## config.mk

```make
export PLATFORM = sky130hd
export DESIGN_NAME = unique_key_fifo_queue_flat
export DESIGN_NICKNAME = d
export VERILOG_FILES = /design/src/hw/rtl/ukfq_pkg.sv /design/src/hw/rtl/ukfq_req_if.sv /design/src/hw/rtl/ukfq_rsp_if.sv /design/src/hw/rtl/unique_key_fifo_queue.sv /design/src/flat_wrapper.sv
export SDC_FILE = /design/constraint.sdc
export NUM_CORES = 1
export LEC_CHECK = 0
export ABC_CLOCK_PERIOD_IN_PS = 9200
export CORE_AREA = 3 3 376 378
export CTS_CLUSTER_SIZE = 24
export DETAILED_ROUTE_END_ITERATION = 10
export DIE_AREA = 0 0 379 381
export DONT_BUFFER_PORTS = 1
export HOLD_SLACK_MARGIN = 0.15
export MAX_ROUTING_LAYER = met4
export PLACE_DENSITY = 0.56
export SYNTH_ARGS = -nofsm -noshare
export SYNTH_HDL_FRONTEND = slang
export SYNTH_SLANG_ARGS = --single-unit
```

## constraint.sdc

```tcl
create_clock -name clk -period 9.2 [get_ports clk]
set_input_delay 2.76 -clock clk [delete_from_list [all_inputs] [get_ports clk]]
set_output_delay 2.76 -clock clk [all_outputs]
set_load 0.05 [all_outputs]
```

## src/hw/rtl/ukfq_pkg.sv

```systemverilog
package ukfq_pkg;

  localparam int DEPTH     = 16;
  localparam int DATA_BITS = 32;
  localparam int KEY_W     = 32;
  localparam int FIELD_W   = 32;
  localparam int ADDR_W    = $clog2(DEPTH);
  localparam int CNT_W     = $clog2(DEPTH + 1);
  localparam int STAT_W    = 3;

  localparam logic REQ_ENQ = 1'b0;
  localparam logic REQ_DEQ = 1'b1;

  localparam logic [STAT_W-1:0] ST_ENQ   = 3'd0;
  localparam logic [STAT_W-1:0] ST_DUP   = 3'd1;
  localparam logic [STAT_W-1:0] ST_FULL  = 3'd2;
  localparam logic [STAT_W-1:0] ST_DEQ   = 3'd3;
  localparam logic [STAT_W-1:0] ST_EMPTY = 3'd4;

endpackage

```

## src/hw/rtl/ukfq_req_if.sv

```systemverilog
interface ukfq_req_if;
  import ukfq_pkg::*;

  logic                      valid;
  logic                      ready;
  logic                      req_type;
  logic signed [KEY_W-1:0]   new_key;
  logic        [FIELD_W-1:0] new_data;

  modport source (output valid, output req_type, output new_key, output new_data,
                  input ready);
  modport sink   (input valid, input req_type, input new_key, input new_data,
                  output ready);
endinterface

```

## src/hw/rtl/ukfq_rsp_if.sv

```systemverilog
interface ukfq_rsp_if;
  import ukfq_pkg::*;

  logic                      valid;
  logic                      ready;
  logic        [STAT_W-1:0]  status;
  logic signed [KEY_W-1:0]   out_key;
  logic        [FIELD_W-1:0] out_data;
  logic        [CNT_W-1:0]   occupancy;
  logic                      is_empty;

  modport source (output valid, output status, output out_key, output out_data,
                  output occupancy, output is_empty, input ready);
  modport sink   (input valid, input status, input out_key, input out_data,
                  input occupancy, input is_empty, output ready);
endinterface

```

## src/hw/rtl/unique_key_fifo_queue.sv

```systemverilog
// One request at a time: the next is taken only once the result of the last one has loaded
// into the output register. The key scan past the one shared key comparator sets how long
// an enqueue takes, and a stalled result holds off the next request.
// Reset (rst, synchronous, active high) empties the queue and the result register;
// entry memory contents are left as they are.
module unique_key_fifo_queue (
  input  logic       clk,
  input  logic       rst,
  ukfq_req_if.sink   req,
  ukfq_rsp_if.source rsp
);
  import ukfq_pkg::*;

  typedef enum logic [2:0] {
    S_IDLE,
    S_SCAN,
    S_DEQ_RD,
    S_DEQ_FIN,
    S_PUSH
  } state_t;

  state_t state;

  // Queue bookkeeping
  logic [ADDR_W-1:0] head_ptr;
  logic [ADDR_W-1:0] tail_ptr;
  logic [CNT_W-1:0]  entry_count;

  // Captured request
  logic signed [KEY_W-1:0] key_q;
  logic [DATA_BITS-1:0]    data_q;

  // Scan sequencer
  logic [ADDR_W-1:0] scan_ptr;
  logic [ADDR_W-1:0] scan_ptr_next;
  logic [CNT_W-1:0]  idx;
  logic              cmp_vld;
  logic              issue;
  logic              match;

  // Entry memory with registered read
  logic [KEY_W-1:0]     key_mem  [DEPTH];
  logic [DATA_BITS-1:0] data_mem [DEPTH];
  logic [KEY_W-1:0]     rd_key;
  logic [DATA_BITS-1:0] rd_data;
  logic                 wr_en;

  // Pending result, waiting for the output register
  logic [STAT_W-1:0]  res_status;
  logic [KEY_W-1:0]   res_key;
  logic [FIELD_W-1:0] res_data;

  function automatic logic [ADDR_W-1:0] next_slot(input logic [ADDR_W-1:0] p);
    return (p == ADDR_W'(DEPTH - 1)) ? '0 : p + 1'b1;
  endfunction

  assign req.ready     = (state == S_IDLE);
  assign scan_ptr_next = next_slot(scan_ptr);
  assign issue         = (idx < entry_count);
  // The one shared comparator: stored key read last cycle against the request key
  assign match         = cmp_vld && (rd_key == key_q);
  assign wr_en         = (state == S_SCAN) && !match && !issue && !cmp_vld &&
                         (entry_count != CNT_W'(DEPTH));

  // Entry memory: write at the tail on a successful enqueue, read at the scan slot
  always_ff @(posedge clk) begin
    if (wr_en) begin
      key_mem[tail_ptr]  <= key_q;
      data_mem[tail_ptr] <= data_q;
    end
    rd_key  <= key_mem[scan_ptr];
    rd_data <= data_mem[scan_ptr];
  end

  always_ff @(posedge clk) begin
    if (rst) begin
      state       <= S_IDLE;
      head_ptr    <= '0;
      tail_ptr    <= '0;
      entry_count <= '0;
      idx         <= '0;
      cmp_vld     <= 1'b0;
      rsp.valid   <= 1'b0;
    end else begin
      // Drop the result once the sink has taken it; a reload below keeps it up
      if (rsp.valid && rsp.ready && (state != S_PUSH)) begin
        rsp.valid <= 1'b0;
      end

      case (state)
        S_IDLE: begin
          if (req.valid) begin
            key_q    <= req.new_key;
            data_q   <= DATA_BITS'(req.new_data);
            scan_ptr <= head_ptr;
            idx      <= '0;
            cmp_vld  <= 1'b0;
            res_key  <= '0;
            res_data <= '0;
            if (req.req_type == REQ_ENQ) begin
              state <= S_SCAN;
            end else if (entry_count == '0) begin
              res_status <= ST_EMPTY;
              state      <= S_PUSH;
            end else begin
              state <= S_DEQ_RD;
            end
          end
        end

        S_SCAN: begin
          if (match) begin
            // Key already held: reject, leave the queue untouched
            res_status <= ST_DUP;
            state      <= S_PUSH;
          end else if (!issue && !cmp_vld) begin
            // Every held entry compared without a hit
            if (entry_count == CNT_W'(DEPTH)) begin
              res_status <= ST_FULL;
            end else begin
              res_status  <= ST_ENQ;
              tail_ptr    <= next_slot(tail_ptr);
              entry_count <= entry_count + 1'b1;
            end
            state <= S_PUSH;
          end else begin
            // Advance the scan: issue the next read while comparing the last one
            cmp_vld <= issue;
            if (issue) begin
              idx      <= idx + 1'b1;
              scan_ptr <= scan_ptr_next;
            end
          end
        end

        S_DEQ_RD: begin
          // Head read issued this cycle; data lands next cycle
          state <= S_DEQ_FIN;
        end

        S_DEQ_FIN: begin
          res_status  <= ST_DEQ;
          res_key     <= FIELD_W'(rd_key);
          res_data    <= FIELD_W'(rd_data);
          head_ptr    <= next_slot(head_ptr);
          entry_count <= entry_count - 1'b1;
          state       <= S_PUSH;
        end

        S_PUSH: begin
          // Load the output register once it is free or being emptied
          if (!rsp.valid || rsp.ready) begin
            rsp.valid     <= 1'b1;
            rsp.status    <= res_status;
            rsp.out_key   <= res_key;
            rsp.out_data  <= res_data;
            rsp.occupancy <= entry_count;
            rsp.is_empty  <= (entry_count == '0);
            state         <= S_IDLE;
          end
        end

        default: begin
          state <= S_IDLE;
        end
      endcase
    end
  end

  a_count_bound: assert property (@(posedge clk) disable iff (rst)
    entry_count <= CNT_W'(DEPTH))
    else $error("entry count beyond depth");

  a_one_at_a_time: assert property (@(posedge clk) disable iff (rst)
    req.valid && req.ready |=> !req.ready)
    else $error("second request taken while one is in progress");

  a_empty_ptrs: assert property (@(posedge clk) disable iff (rst)
    entry_count == '0 |-> head_ptr == tail_ptr)
    else $error("empty queue with head and tail apart");

  a_full_ptrs: assert property (@(posedge clk) disable iff (rst)
    entry_count == CNT_W'(DEPTH) |-> head_ptr == tail_ptr)
    else $error("full queue with head and tail apart");

  a_rsp_empty_flag: assert property (@(posedge clk) disable iff (rst)
    rsp.valid |-> rsp.is_empty == (rsp.occupancy == '0))
    else $error("empty flag disagrees with occupancy");

  a_no_write_on_dup: assert property (@(posedge clk) disable iff (rst)
    match |-> !wr_en)
    else $error("entry written on a duplicate key");

endmodule

```

## src/flat_wrapper.sv

```systemverilog
// flat-port wrapper written by rule: the top's interface ports become plain ports
module unique_key_fifo_queue_flat import ukfq_pkg::*;
  (clk, rst, req_valid, req_req_type, req_new_key, req_new_data, req_ready, rsp_valid, rsp_status, rsp_out_key, rsp_out_data, rsp_occupancy, rsp_is_empty, rsp_ready);
  ukfq_req_if req_i ();
  ukfq_rsp_if rsp_i ();
  input  logic clk;
  input  logic rst;
  input wire logic [$bits(req_i.valid)-1:0] req_valid;
  input wire logic [$bits(req_i.req_type)-1:0] req_req_type;
  input wire logic [$bits(req_i.new_key)-1:0] req_new_key;
  input wire logic [$bits(req_i.new_data)-1:0] req_new_data;
  output wire logic [$bits(req_i.ready)-1:0] req_ready;
  output wire logic [$bits(rsp_i.valid)-1:0] rsp_valid;
  output wire logic [$bits(rsp_i.status)-1:0] rsp_status;
  output wire logic [$bits(rsp_i.out_key)-1:0] rsp_out_key;
  output wire logic [$bits(rsp_i.out_data)-1:0] rsp_out_data;
  output wire logic [$bits(rsp_i.occupancy)-1:0] rsp_occupancy;
  output wire logic [$bits(rsp_i.is_empty)-1:0] rsp_is_empty;
  input wire logic [$bits(rsp_i.ready)-1:0] rsp_ready;
  assign req_i.valid = req_valid;
  assign req_i.req_type = req_req_type;
  assign req_i.new_key = req_new_key;
  assign req_i.new_data = req_new_data;
  assign req_ready = req_i.ready;
  assign rsp_valid = rsp_i.valid;
  assign rsp_status = rsp_i.status;
  assign rsp_out_key = rsp_i.out_key;
  assign rsp_out_data = rsp_i.out_data;
  assign rsp_occupancy = rsp_i.occupancy;
  assign rsp_is_empty = rsp_i.is_empty;
  assign rsp_i.ready = rsp_ready;
  unique_key_fifo_queue u_core (.clk(clk), .rst(rst), .req(req_i), .rsp(rsp_i));
endmodule
```

==> out/qor.txt, run 1 <==
outcome: complete, no violations
Synthesis Warnings: 0
count of input and output buffers: 0
Syn Nets: 2118
critical-path cell list: nor3_2
Int Power: 10.0 mW
number of global-route vias before repair: 21800
die area: 0.144 mm^2
# DRC: 0
Reg power frac: 53.3%
post-DP HPWL: 62.1 mm
average size of a mapped cell: 23.8 um^2
Data arrival, critical path: 2160 ps
Num CTS Buffers: 138
unrepaired setup endpoints after global routing: no
gr ovfl total: 0
ys flop type: edfxtp_1
Post-Route Utilization: 39.9%
Initial Util: 35.1%
CP peak stage delay: 830 ps
DRT Pass-1 Iters: 5
Max Clock Skew: 25.0 ps
core footprint: 0.138 mm^2
row cnt: 136
Die Y: 381 um
Cell Area, Synth: 0.0483 mm^2
CTS max path bufs: 3
Net Sw Frac: 22.4%
CTS tree: done
Max Transition Viols Final: 0
via/cell ratio: 5.26
worst-skew pair later-pin latency: 750 ps
Area growth syn-to-layout: 13.9%
maxcap violations: 0
first-pass GRT wire length: 161 mm
crit path time final: 4920 ps
die width: 379 um
endpoints failing hold: 0
postcts setup bufs: 0
fraction of layout instances using a drive strength above 1: 26.1%
period utilization: 53.5%
Avg WL per Cell: 27.4 um
CP Buf/Inv Count: 0
setup_tns: 0 ps
Clock Power Share: 41.9%
kind of critical path: flip-flop to primary output
slew margin rel.: 12.6%
drt initial violations: 2141
Hold/Removal Path Class: flip-flop to flip-flop
number of synthesized flops with an enable pin: 1232
detailed-route via count: 21200
post-synthesis cell type count: 56
worst slew pin tran: 1310 ps
largest net degree at the start of global routing: 155
Global Route Usage Sum: 15.9%
root buffer cell: clkbuf_16
wirelength, routed: 111 mm
VDD IR max: 0.198 mV
CTS HTree Levels: 4
initial antenna violation count: 22
CTS sink count: 1319
post-cts repair resize count: 0
Comb pwr share: 4.7%
setup violators final: 0
Seq/Total Area, Yosys: 80.2%
Post-Synthesis Cells: 2034
P_sw: 2.90 mW
ys async rst share: 0%
CP max-delay cell: nor3_2
# IOs: 144
Reg clk slew, reported paths: 60 ps
count of hold buffers inserted by post-cts repair: 0
GP Congestion: 0.766
crit path max fanout: 75
PwrDens: 235 mW/mm^2
fill cell count: 11900
Synth Register Bits: 1319
Critical Path RT: 6440 ps
Detail Route Antenna Nets: 0
crit start category: flip-flop
Static Leak: 17.2 nW
CP Capture Type: primary output
Worst path top cell family by delay: simple AND/OR/NAND/NOR gates
max frequency: 203 MHz
fin nets: 2190
## cell usage after synthesis (3+ instances only)
master	instances	area (um^2)
nand3_1	7	35.0
mux4_2	320	7210
nor2_1	16	60.1
a311oi_1	5	43.8
dfxtp_1	87	1740
a21o_1	5	37.5
nand4_1	4	25.0
nor3_1	5	25.0
nor4_1	4	25.0
ha_1	14	175
buf_1	24	90.1
xor2_1	15	131
nor2b_1	7	43.8
clkbuf_1	62	233
o31ai_1	3	22.5
xnor2_1	22	193
a31oi_1	4	25.0
buf_2	7	35.0
or4_1	5	37.5
edfxtp_1	1232	37000
nand2_1	20	75.1
nand2b_1	3	18.8
o21ai_0	13	65.1
and3_1	80	500
inv_1	13	48.8
a21oi_1	21	105
## power groups by stage
stage,Sequential (mW),Combinational (mW),Clock [mW]
floorplan,6.95,0.426,0
global placement,7.02,0.616,0
global route,6.91,0.658,5.79
CTS,6.90,0.627,5.55
detailed placement,7.03,0.625,0
finish,6.90,0.612,5.42
## metal layers
layer | part of all wire, % | up-vias | track usage [%]
met3 | 7.9 | 137 | 4.72
li1 | - | 8805 | -
met5 | 0 | - | -
met2 | 44 | 765 | 21.9
met4 | 1.8 | 0 | 3.63
met1 | 46 | 11500 | 23.3
## state kept, by name, indices dropped and copies added (netlist names), 4 cells and up
register              count
u_core.entry_count        5
u_core.rsp.occupancy      5
u_core.res_key           32
u_core.key_mem          512
u_core.data_mem         512
u_core.rsp.out_data      32
u_core.rd_key            32
u_core.idx                5
u_core.key_q             32
u_core.data_q            32
u_core.tail_ptr           4
u_core.scan_ptr           4
u_core.res_data          32
u_core.head_ptr           4
u_core.rd_data           32
u_core.rsp.out_key       32
## final cells by class
type                            count  area (um^2)  share of cell area [%]
Antenna cell                       15         37.5                  0.0682
Sequential cell                  1319        38700                    70.4
Clock inverter                     72          708                    1.29
Tap cell                         1794         2240                    4.08
Multi-Input combinational cell    608         9290                    16.9
Timing Repair Buffer               26          233                   0.423
Inverter                           13         48.8                  0.0887
Clock buffer                      183         3740                    6.80
## cells in the final DEF, fill, tap and decap left out, drive strengths merged, types with 15 or more instances in the layout
cell and count:
a21oi 21, and3 80, buf 26, clkbuf 183, clkinv 52, dfxtp 87
diode 15, edfxtp 1232, inv 22, mux4 320, nand2 20, nor2 16
xnor2 22, xor2 15
## worst paths after layout
check | startpoint | to | slack, ps | cells past startpoint
min reg2reg | u_core.res_data[13]$_SDFFCE_PN0P_ | u_core.rsp.out_data[13]$_DFFE_PP_ | 420 | 0
max | u_core.state[1]$_SDFFE_PP0P_ | req_ready | 4280 | 1
max reg2reg | u_core.state[0]$_SDFFE_PP0P_ | u_core.data_mem[5][29]$_DFFE_PP_ | 5180 | 8
min | u_core.res_data[13]$_SDFFCE_PN0P_ | u_core.rsp.out_data[13]$_DFFE_PP_ | 420 | 0
## logic make-up (layout without fill, tap and decap cells)
| kind of cell | after synthesis | in the layout | synth area share, % |
|---|---|---|---|
| other | 0 | 15 | 0 |
| buffers and inverters | 107 | 294 | 0.865 |
| AO/OA/AOI/OAI | 67 | 67 | 0.898 |
| adder cells (fa/ha/maj) | 15 | 15 | 0.404 |
| flip-flops | 1319 | 1319 | 80.2 |
| multiplexers | 321 | 321 | 14.9 |
| AND/OR/NAND/NOR | 168 | 168 | 2.07 |
| XOR/XNOR | 37 | 37 | 0.671 |
## stage by stage
step | instances | area, um^2 | worst slack [ps] | hold slack [ps] | power (mW)
after floorplan | 2034 | 48300 | 650 | 400 | 7.38
after detailed placement | 3760 | 50600 | 4550 | 405 | 7.65
after global placement | 3760 | 50600 | 4570 | 403 | 7.63
final | 4030 | 55000 | 4280 | 419 | 12.9
after CTS | 4015 | 55000 | 4110 | 418 | 13.1
after global routing | 4027 | 55000 | 4070 | 422 | 13.4
(Power assumes the default switching activity.)
==> run 2: changes to the inputs <==
Settings changed: ABC_AREA set to 1, ABC_CLOCK_PERIOD_IN_PS 9200 to 5100, CORE_AREA 3 3 376 378 to 3 3 388 390, DIE_AREA 0 0 379 381 to 0 0 391 393.
Clock period 9.2 ns to 5.1 ns, I/O delays scaled along.
==> run 2 against run 1 <==
Net effect: count of clock-buffer cells in the layout up 23; synthesized cell count increased by 72%; synthesized area up 6.2%.
==> out/qor.txt, run 2 <==
outcome: complete, no violations (unchanged)
leading post-synthesis cells by cell area: edfxtp_1 72%, mux2i_1 5.0%, o211ai_1 3.8% (was edfxtp_1 77%, mux4_2 15%, dfxtp_1 3.6%)
maxcap violations: 0 (unchanged)
Seq/Total Area, Yosys: 75.4% (was 80.2%)
Num CTS Buffers: 142 (was 138)
# IOs: 144 (unchanged)
gr ovfl total: 0 (unchanged)
max frequency: 290 MHz
CTS sink count: 1319 (unchanged)
GRT Max-Usage Layer: met2 (was met1)
fill cell count: 13600 (was 11900)
Synth Area in Compound Gates: 9.73% (was 0.898%)
slew margin rel.: 15.3% (was 12.6%)
Layout Cells excl Fill: 5579 (was 4030)
Static Leak: 20.1 nW (was 17.2 nW)
crit path time final: 3450 ps
Post-Synthesis Cells: 3505 (was 2034)
post-synthesis simple-gate area fraction: 3.77% (was 2.07%)
fraction of layout instances using a drive strength above 1: 8.12% (was 26.1%)
Max Transition Viols Final: 0 (unchanged)
design area: 0.0579 mm^2 (was 0.0550 mm^2)
first-pass GRT wire length: 183 mm (was 161 mm)
setup violators final: 0 (unchanged)
wirelength, routed: 124 mm (was 111 mm)
root buffer cell: clkbuf_16 (unchanged)
worst hold slack: 413 ps (was 419 ps)
Synthesis Warnings: 0 (unchanged)
Post-Route Utilization: 39.3% (was 39.9%)
number of synthesized flops with an enable pin: 1232 (unchanged)
setup_tns: 0 ps (unchanged)
die area: 0.154 mm^2 (was 0.144 mm^2)
VDD IR max: 0.343 mV (was 0.198 mV)
period utilization: 67.6%
Detail Route Antenna Nets: 0 (unchanged)
CTS HTree Levels: 4 (unchanged)
post-synth top area cell: edfxtp_1 (unchanged)
crit start category: flip-flop (unchanged)
count of hold buffers inserted by post-cts repair: 0 (unchanged)
DRT Pass-1 Iters: 8 (was 5)
Commonest cells post-synth: 1232 x edfxtp_1, 372 x inv_1, 308 x o21ai_0 (was 1232 x edfxtp_1, 320 x mux4_2, 87 x dfxtp_1)
average size of a mapped cell: 14.6 um^2 (was 23.8 um^2)
number of global-route vias before repair: 27000 (was 21800)
ys async rst share: 0% (unchanged)
Synth Register Bits: 1319 (unchanged)
M1 GR Usage: 22.3% (was 23.3%)
unrepaired setup endpoints after global routing: no (unchanged)
Max Clock Skew: 21.0 ps (was 25.0 ps)
CTS max path bufs: 3 (unchanged)
row cnt: 141 (was 136)
worst slew pin tran: 1270 ps (was 1310 ps)
top-count cell post-synth: edfxtp_1 (unchanged)
crit path max fanout: 4 (was 75)
Data arrival, critical path: 1920 ps (was 2160 ps)
post-synthesis cell type count: 42 (was 56)
largest family of logic cells by synthesized area: compound AO/OA/AOI/OAI gates (was multiplexers)
kind of critical path: flip-flop to primary output (unchanged)
CTS tree: done (unchanged)
postcts setup bufs: 0 (unchanged)
commonest cells after routing, fill and taps aside: 1232 x edfxtp_1, 371 x inv_1, 308 x o21ai_0, 275 x a21oi_1, 257 x o211ai_1 (was 1232 x edfxtp_1, 320 x mux4_2, 139 x clkbuf_16, 86 x dfxtp_1, 64 x and3_1)
Hold/Removal Path Class: flip-flop to flip-flop (unchanged)
via/cell ratio: 4.97 (was 5.26)
worst-skew pair later-pin latency: 780 ps (was 750 ps)
most common cell after layout, fill and taps aside: edfxtp_1 (unchanged)
PwrDens: 519 mW/mm^2 (was 235 mW/mm^2)
post-synthesis mux area share: 4.99% (was 14.9%)
worst setup margin: 1650 ps (was 4280 ps)
endpoints failing hold: 0 (unchanged)
placed insts: 5300 (was 3760)
Avg WL per Cell: 22.2 um (was 27.4 um)
Syn Nets: 3589 (was 2118)
Largest regs: u_core.data_mem (512), u_core.key_mem (512) (unchanged)
largest net degree at the start of global routing: 152 (was 155)
Critical Path RT: 3570 ps (was 6440 ps)
Placement Setup Slack: 1630 ps (was 4550 ps)
drt initial violations: 2694 (was 2141)
Yosys top cell area share: 72.1% (was 76.6%)
post-DP HPWL: 66.8 mm (was 62.1 mm)
Global Route Usage Sum: 16.5% (was 15.9%)
# DRC: 0 (unchanged)
fin nets: 3598 (was 2190)
Initial Util: 34.8% (was 35.1%)
met2 GRT Util: 24.6% (was 21.9%)
GP Congestion: 0.799 (was 0.766)
overall power: 30.1 mW (was 12.9 mW)
Reg clk slew, reported paths: 60 ps (about the same)
detailed-route via count: 27700 (was 21200)
Area growth syn-to-layout: 12.8% (was 13.9%)
core footprint: 0.147 mm^2 (was 0.138 mm^2)
count of input and output buffers: 0 (unchanged)
routing usage on met3: 4.05% (was 4.72%)
ys flop type: edfxtp_1 (unchanged)
DP Area: 0.0533 mm^2 (was 0.0506 mm^2)
Cell Area, Synth: 0.0513 mm^2 (was 0.0483 mm^2)
die width: 391 um (was 379 um)
CP Capture Type: primary output (unchanged)
Adder-Cell Fraction of Synth Area: 0.380% (was 0.404%)
initial antenna violation count: 23 (was 22)
Die Y: 393 um (was 381 um)
post-cts repair resize count: 0 (unchanged)
XOR/XNOR share of the synthesized area: 0.290% (was 0.671%)
run 2: cell types whose count changed in the layout (fill, tap and decap cells not counted), sizes merged, moves of 23 or more:
cell,delta
buf,+33
inv,+367
and3,-80
o21ai,+315
clkbuf,+23
nor2,+122
mux4,-320
nand3,+91
nand2,+177
a21oi,+256
o211ai,+255
mux2i,+255
run 2: worst paths after layout:
check	from	to	slack, ps	cells past startpoint
setup / recovery	u_core.state[2]$_SDFFE_PP0P_	req_ready	1650	3
hold reg to reg	u_core.res_key[6]$_SDFFCE_PN0P_	u_core.rsp.out_key[6]$_DFFE_PP_	410	0
setup reg to reg	u_core.entry_count[4]$_SDFFE_PP0P_	u_core.key_mem[2][11]$_DFFE_PP_	1790	11
hold / removal	u_core.res_key[6]$_SDFFCE_PN0P_	u_core.rsp.out_key[6]$_DFFE_PP_	410	0
run 2: worst max-delay path: stages, from the launching register on:
cell     delay (ps)
dfxtp_1         350
nor2_1          200
nand2_1         170
inv_1           430
run 2: metal layers:
metal	routed length (um)	share of wire, %
met1	57000	46
met2	56200	45
met3	7630	6.2
met4	2750	2.2
met5	0	0
run 2: power breakdown:
part | total [mW] | switching [mW] | internal (mW)
clock network | 9.99 | 4.16 | 5.82
logic | 5.60 | 3.89 | 1.71
registers | 14.5 | 1.17 | 13.3
run 2: cell families (layout without fill, tap and decap cells):
kind of cell | after synthesis | count (layout)
adder cells (fa/ha/maj) | 15 | 15
AND/OR/NAND/NOR | 455 | 455
XOR/XNOR | 17 | 17
multiplexers | 256 | 256
flip-flops | 1319 | 1319
other | 0 | 17
buffers and inverters | 576 | 703
AO/OA/AOI/OAI | 867 | 867
run 2: final cells by class:
class,instances,area (um^2),area share (%)
Sequential cell,1319,38700,66.9
Multi-Input combinational cell,1610,9990,17.3
Clock buffer,206,3960,6.83
Tap cell,1930,2410,4.17
Inverter,382,1450,2.51
Timing Repair Buffer,59,731,1.26
Clock inverter,56,576,0.994
Antenna cell,17,42.5,0.0735
